<file path="src/rtl/hbs_pkg.sv">
// Shared constants, types and fixed-point helpers for the bone skinning block.
package hbs_pkg;
	localparam int BONE_COUNT     = 16;
	localparam int BONE_W         = 4;
	localparam int NUM_INFLUENCES = 4;
	localparam int INF_W          = 2;
	localparam int NUM_ROT        = 9;

	localparam logic [3:0] ELEM_OFF_X  = 4'd9;
	localparam logic [3:0] ELEM_PARENT = 4'd12;

	localparam logic FUNC_WRITE = 1'b0;
	localparam logic FUNC_SKIN  = 1'b1;

	typedef struct packed {
		logic              en;
		logic [BONE_W-1:0] bone;
		logic [3:0]        elem;
		logic [31:0]       value;
	} wr_req_t;

	function automatic logic signed [31:0] sat32(input logic signed [63:0] v);
		if (v > 64'sd2147483647) begin
			return 32'sh7fffffff;
		end else if (v < -64'sd2147483648) begin
			return 32'sh80000000;
		end else begin
			return v[31:0];
		end
	endfunction

	// Round a Q2.14 row product sum, then add the local position.
	function automatic logic signed [31:0] finish_row(input logic signed [51:0] s,
			input logic signed [31:0] off);
		logic signed [63:0] r;
		logic signed [31:0] q;
		r = (64'(s) + 64'sd8192) >>> 14;
		q = sat32(r);
		return sat32(64'(q) + 64'(off));
	endfunction
endpackage

</file>
<file path="src/rtl/hbs_bone_mem.sv">
// Bone table: rotation, local position and parent memories with registered read.
module hbs_bone_mem (
	input  logic                                 clk,
	input  hbs_pkg::wr_req_t                     wr,
	input  logic [hbs_pkg::BONE_W-1:0]           rd_bone,
	output logic signed [15:0]                   rd_rot [3][3],
	output logic signed [31:0]                   rd_off [3],
	output logic [hbs_pkg::BONE_W-1:0]           rd_par
);
	import hbs_pkg::*;

	logic [15:0]       rot_mem [BONE_COUNT][NUM_ROT];
	logic [31:0]       off_mem [BONE_COUNT][3];
	logic [BONE_W-1:0] par_mem [BONE_COUNT];

	logic [15:0]       rot_q [NUM_ROT];
	logic [31:0]       off_q [3];
	logic [BONE_W-1:0] par_q;

	always_ff @(posedge clk) begin
		if (wr.en) begin
			if (wr.elem < ELEM_OFF_X) begin
				rot_mem[wr.bone][wr.elem] <= wr.value[15:0];
			end else if (wr.elem < ELEM_PARENT) begin
				off_mem[wr.bone][2'(wr.elem - ELEM_OFF_X)] <= wr.value;
			end else if (wr.elem == ELEM_PARENT) begin
				par_mem[wr.bone] <= wr.value[BONE_W-1:0];
			end
		end
		rot_q <= rot_mem[rd_bone];
		off_q <= off_mem[rd_bone];
		par_q <= par_mem[rd_bone];
	end

	always_comb begin
		for (int r = 0; r < 3; r++) begin
			for (int c = 0; c < 3; c++) begin
				rd_rot[r][c] = rot_q[r*3+c];
			end
			rd_off[r] = off_q[r];
		end
		rd_par = par_q;
	end
endmodule

</file>
<file path="config.mk">
export PLATFORM = sky130hd
export DESIGN_NAME = hbs_bone_mem
export DESIGN_NICKNAME = d
export VERILOG_FILES = /design/src/rtl/hbs_pkg.sv /design/src/rtl/hbs_bone_mem.sv
export SDC_FILE = /design/constraint.sdc
export NUM_CORES = 2
export LEC_CHECK = 0
export BUFFER_PORTS_ARGS = -buffer_cell sky130_fd_sc_hd__buf_2
export CAP_MARGIN = 20
export CORE_MARGIN = 10
export CORE_UTILIZATION = 60
export DETAILED_ROUTE_END_ITERATION = 7
export PLACE_DENSITY = 0.77
export SLEW_MARGIN = 20
export SYNTH_ARGS = -nofsm -noshare
export SYNTH_HDL_FRONTEND = slang
export SYNTH_SLANG_ARGS = --single-unit
export TNS_END_PERCENT = 5
</file>
<file path="constraint.sdc">
create_clock -name clk -period 6.67 [get_ports clk]
set_input_delay 0.667 -clock clk [delete_from_list [all_inputs] [get_ports clk]]
set_output_delay 0.667 -clock clk [all_outputs]
set_load 0.005 [all_outputs]
</file>
[Word level (Yosys, flattened, before mapping)]
Memory sizes are Yosys's and may differ from the RTL's. A register that Yosys moved wholly into a read port is not among the register bits.
Cells that the tools add are included.
Operators by class
  muxes and demuxes: 16
  reduce and logical (&&, ||, !) cells: 2
  equality and inequality tests: 1
  $add $sub $neg: 1
  bitwise operators: 2
  $lt $le $gt $ge: 6
Operator list (number)
  two-way mux 144 bit: 1
  two-way mux 96 bit: 1
  demux 16 bit (select 4 bit): 1
  demux 32 bit (select 2 bit): 1
  two-way mux 32 bit: 1
  two-way mux 16 bit: 1
  two-way mux 1 bit: 10
  less-than comparator 4 bit (second input constant): 2
  greater-or-equal comparator 5 bit (second input constant): 1
  less-than comparator 5 x 1 -> 1 bit (second input constant): 1
  inverter 4 -> 5 bit: 1
  equality test 4 bit (second input constant): 1
  greater-or-equal comparator 3 bit (second input constant): 1
  less-than comparator 3 x 1 -> 1 bit (second input constant): 1
  inverter 2 -> 3 bit: 1
  logical AND 1 bit: 2
  subtractor 2 x 1 -> 2 bit (second input constant): 1
Storage, ports and cells
  logic and storage cells: 31
  bits in writable memories: 3904
  output and inout bits: 244
  bits of input ports: 46
  memories kept: 3
  flip-flop bits (word level): 0
Memory list
  rot_mem: depth 16, bits a word 144, read ports 1, clocked after Yosys merged registers in 1, write ports 1, RTL line hbs_bone_mem.sv:12  | logic [15:0] rot_mem [BONE_COUNT][NUM_ROT];
  off_mem: depth 16, bits a word 96, read ports 1, clocked after Yosys merged registers in 1, write ports 1, RTL line hbs_bone_mem.sv:13  | logic [31:0] off_mem [BONE_COUNT][3];
  par_mem: depth 16, bits a word 4, read ports 1, clocked after Yosys merged registers in 1, write ports 1, RTL line hbs_bone_mem.sv:14  | logic [BONE_W-1:0] par_mem [BONE_COUNT];

[Depth between registers and ports, before layout]
  depth after elaboration: 7
  gate-level depth with buffers: 8
  depth with buffers taken out: 4

[Least setup slack after synthesis]
No wires, ideal clock.
  path type: input -> register
  start: in wr[40] in the netlist's numbering
  end: mem off_mem[10][0] in the netlist's numbering (enable)
  arrival time: 2.680 ns
  buffers on the path: 1
  cell stages on the path: 5
  setup slack: 3.569 ns
  setup time: 0.421 ns
  data required time: 6.249 ns
  cell sequence: nand2_1 -> nor2_1 -> nand3_1 -> clkbuf_1 -> nor2_1
Between the ends
  longest elaborated chain between the ends: 2
RTL lines
  start, declared: RTL line hbs_bone_mem.sv:4  | input hbs_pkg::wr_req_t wr,
  two-way mux 1 bit: RTL line hbs_bone_mem.sv:21  | if (wr.en) begin
  two-way mux 96 bit (not written as such): RTL line hbs_bone_mem.sv:25  | off_mem[wr.bone][2'(wr.elem - ELEM_OFF_X)] <= wr.value;
  end, declared: RTL line hbs_bone_mem.sv:13
No other way between the ends.

==> implementation parameters <==
Parameter                              Value

Synth
  Synthesized netlist cell count ... 6,801
  Number of flip-flops and latches in the synthesized netlist ... 4,148
  Mapped Area ... 0.152 mm2
  Yosys cell types ... 21
  Net count of the mapped netlist ... 6,847
  Portion of the post-synthesis area used by sequential elements ... 80.2%
  Average instance area after synthesis ... 22.4 um2
  Yosys warning total ... 0

Detailed routing
  WL per Instance ... 35.8 um
  Total wire length ... 397,000 um
  Routed metal-1 wire length ... 138,000 um
  Vias per Instance ... 6.90
  Violation count after the first detailed-route iteration ... 12,247
  Post-route antenna net violation count ... 0
  First-pass iteration count of the detailed router ... 5
  Detailed route wirelength on metal2 ... 196,000 um
  Detail Route met3 WL ... 45,300 um
  Vias ... 76,613
  Residual DRC count ... 0
  Top layer in use ... met5

Timing
  Number of endpoints with negative hold slack in the final report ... 0
  Final worst path period share ... 41.7%
  Max Transition Viols Final ... 0
  Max Fclk ... 359 MHz
  Final setup fails ... 0
  Worst setup margin ... 3890 ps
  Setup TNS ... 0 ps
  Unrepaired setup endpoints after global routing ... false
  Slew @ Worst Pin ... 1190 ps
  Final critical path time including I/O delays and setup ... 2780 ps
  Maximum clock skew at final layout ... 86.3 ps
  Worst relative slew slack ... 20.3%
  Final Hold Slack ... 165 ps

Placement
  Post-Place Worst Slack ... 2830 ps
  Final Wtd Congestion ... 0.815
  Number of buffers inserted by port buffering ... 289
  DP Wirelength ... 204,000 um
  Area post-placement ... 0.159 mm2

Critical path
  Startpoint of the worst-slack reg-to-reg timing path ... off_mem[5][26]$_DFFE_PP_
  CP Class ... in2reg
  Critical Path AT ... 3600 ps
  Kind of end point of the critical path ... flip-flop
  Biggest fanout along the worst timing path ... 64
  Critical Path RT ... 7490 ps
  Terminus of the critical flop-to-flop path ... rd_off[26]$_DFF_P_
  Cells on worst reg2reg path ... 3
  Startpoint type of the worst setup path ... input pin
  R2R setup slack ... 4890 ps

Clocking
  Count of cells resized by post-cts repair ... 0
  Post CTS Setup Buffer Count ... 0
  Root Buffer ... sky130_fd_sc_hd__clkbuf_16
  Htree depth ... 5
  CTS Buffer Depth ... 4
  Number of buffers inserted by hold repair at cts ... 0
  Register clock-pin slew on the reported worst setup and hold paths ... 60 ps
  TritonCTS clock tree ... built
  Cts bufs inserted ... 411
  Number of clock sinks seen by CTS ... 4,148
  Clock latency at the later pin of the worst-skew pair ... 1000 ps

Final layout
  Final Instance Area ... 0.173 mm2
  Number of nets in the layout ... 7,448
  Proportion of layout cells with a drive suffix above 1 ... 27.1%
  Area growth from synthesis to final layout ... 13.4%

Power
  Worst ir drop on vdd ... 317 uV
  Cell Pwr Density ... 314 mW/mm2
  P_leak ... 56.1 nW

Min path
  Min-Delay Path Depth ... 1
  Terminating pin of the worst hold path ... rot_mem[2][137]$_DFFE_PP_
  Path type of the worst min-delay path ... in2reg
  Startpoint of the worst hold path ... wr[9]

Global routing
  GR Overflow Total ... 0
  Number of global-route vias before repair ... 77,199
  Wire length of the first global-routing pass ... 565,000 um
  Antenna violations before repair ... 32
  Total global-route track usage ... 28.7%
  Pin count of the biggest net entering global routing ... 141

Die
  Horiz. Die Dim ... 524 um
  Floorplan die area ... 0.274 mm2
  Top-level port count ... 290
  Number of core rows ... 184
  Vertical extent of the die ... 524 um
  Starting density of the core ... 60.5%
  Area of the core ... 0.252 mm2

Flow run
  Number of max-capacitance violations reported ... 0

Run status
  Outcome ... completed
==> worst max-delay path, stage by stage <==
cell                      delay (ps)
sky130_fd_sc_hd__buf_8           490
sky130_fd_sc_hd__buf_4           610
sky130_fd_sc_hd__buf_4           870
sky130_fd_sc_hd__mux4_2          620
sky130_fd_sc_hd__mux2i_1         150
sky130_fd_sc_hd__o21ai_0          90
==> metal layers <==
metal | vias to the layer above | GRT usage, %
met5 | - | 0
met4 | 6 | 11.5
met3 | 884 | 5.67
met2 | 5865 | 46.3
met1 | 40189 | 39.2
li1 | 29669 | -
==> registers in the layout (all words and copies together), names as in the netlist <==
register / cells
rot_mem: 2304
off_mem: 1536
rd_rot: 144
rd_off: 96
par_mem: 64
rd_par: 4
==> placed cells by master (no fill, tap or decap), drive strengths merged, types with 14 or more instances in the layout <==
cell / instances
edfxtp: 3904
mux4: 828
buf: 569
a22oi: 548
clkbuf: 543
mux2i: 310
nand2: 249
dfxtp: 244
nor2: 216
clkinv: 147
nand3: 72
bufinv: 38
o21ai: 25
nor2b: 15
clkinvlp: 14
==> synthesized netlist by cell type, drive strengths merged <==
cell type / number / area share [%]
edfxtp: 3904 / 77
mux4: 828 / 12
a22oi: 548 / 2.7
mux2i: 310 / 2.0
nand2: 249 / 0.61
dfxtp: 244 / 3.2
buf: 228 / 0.87
nor2: 216 / 0.53
clkbuf: 153 / 0.38
nand3: 72 / 0.24
o21ai: 25 / 0.082
nor2b: 15 / 0.062
and2: 5 / 0.021
nand4: 2 / 0.0082
and3b: 1 / 0.0058
nor3b: 1 / 0.0049
==> through the flow <==
stage          utilization (%)  cells  power, mW
2_1_floorplan                -   6801       30.4
4_1_cts                   68.4  11078       54.3
6_report                  68.6  11099       54.2
5_1_grt                   68.5  11093       55.4
3_3_place_gp              63.1  10321       31.6
3_5_place_dp              63.1  10327       31.7
==> where the power goes <==
group | total, mW | switching [mW] | internal [mW]
clock network | 23.0 | 9.62 | 13.4
logic | 2.33 | 1.52 | 0.808
registers | 28.8 | 0.171 | 28.7
==> layout make-up <==
class	instances	area, um2
Timing Repair Buffer	569	4150
Antenna cell	11	27.5
Multi-Input combinational cell	2272	28800
Tap cell	3348	4190
Fill cell	14581	79200
Sequential cell	4148	122000
Clock buffer	543	11300
Clock inverter	208	2080
==> logic make-up (layout without fill, tap and decap cells) <==
kind of cell           after synthesis  in the layout  share of synthesized area [%]
AO/OA/AOI/OAI                      573            573                           2.78
other                                0             11                              0
AND/OR/NAND/NOR                    561            561                           1.48
buffers and inverters              381           1320                           1.24
flip-flops                        4148           4148                           80.2
multiplexers                      1138           1138                           14.3
==> worst max-delay path by stage <==
| stage | startpoint | to | slack, ps | depth (start not counted) |
|---|---|---|---|---|
| 2_1_floorplan | wr[40] | off_mem[10][0]$_DFFE_PP_ | 3570 | 5 |
| 5_1_grt | rd_bone[0] | rd_rot[119]$_DFF_P_ | 3690 | 6 |
| 3_3_place_gp | rd_bone[1] | rd_rot[36]$_DFF_P_ | 2890 | 6 |
| 4_1_cts | rd_bone[1] | rd_rot[30]$_DFF_P_ | 3800 | 6 |
| 3_5_place_dp | rd_bone[1] | rd_rot[37]$_DFF_P_ | 2830 | 6 |
| 6_report | rd_bone[1] | rd_off[74]$_DFF_P_ | 3890 | 6 |
Note: power is estimated with default switching activity, not from simulation.
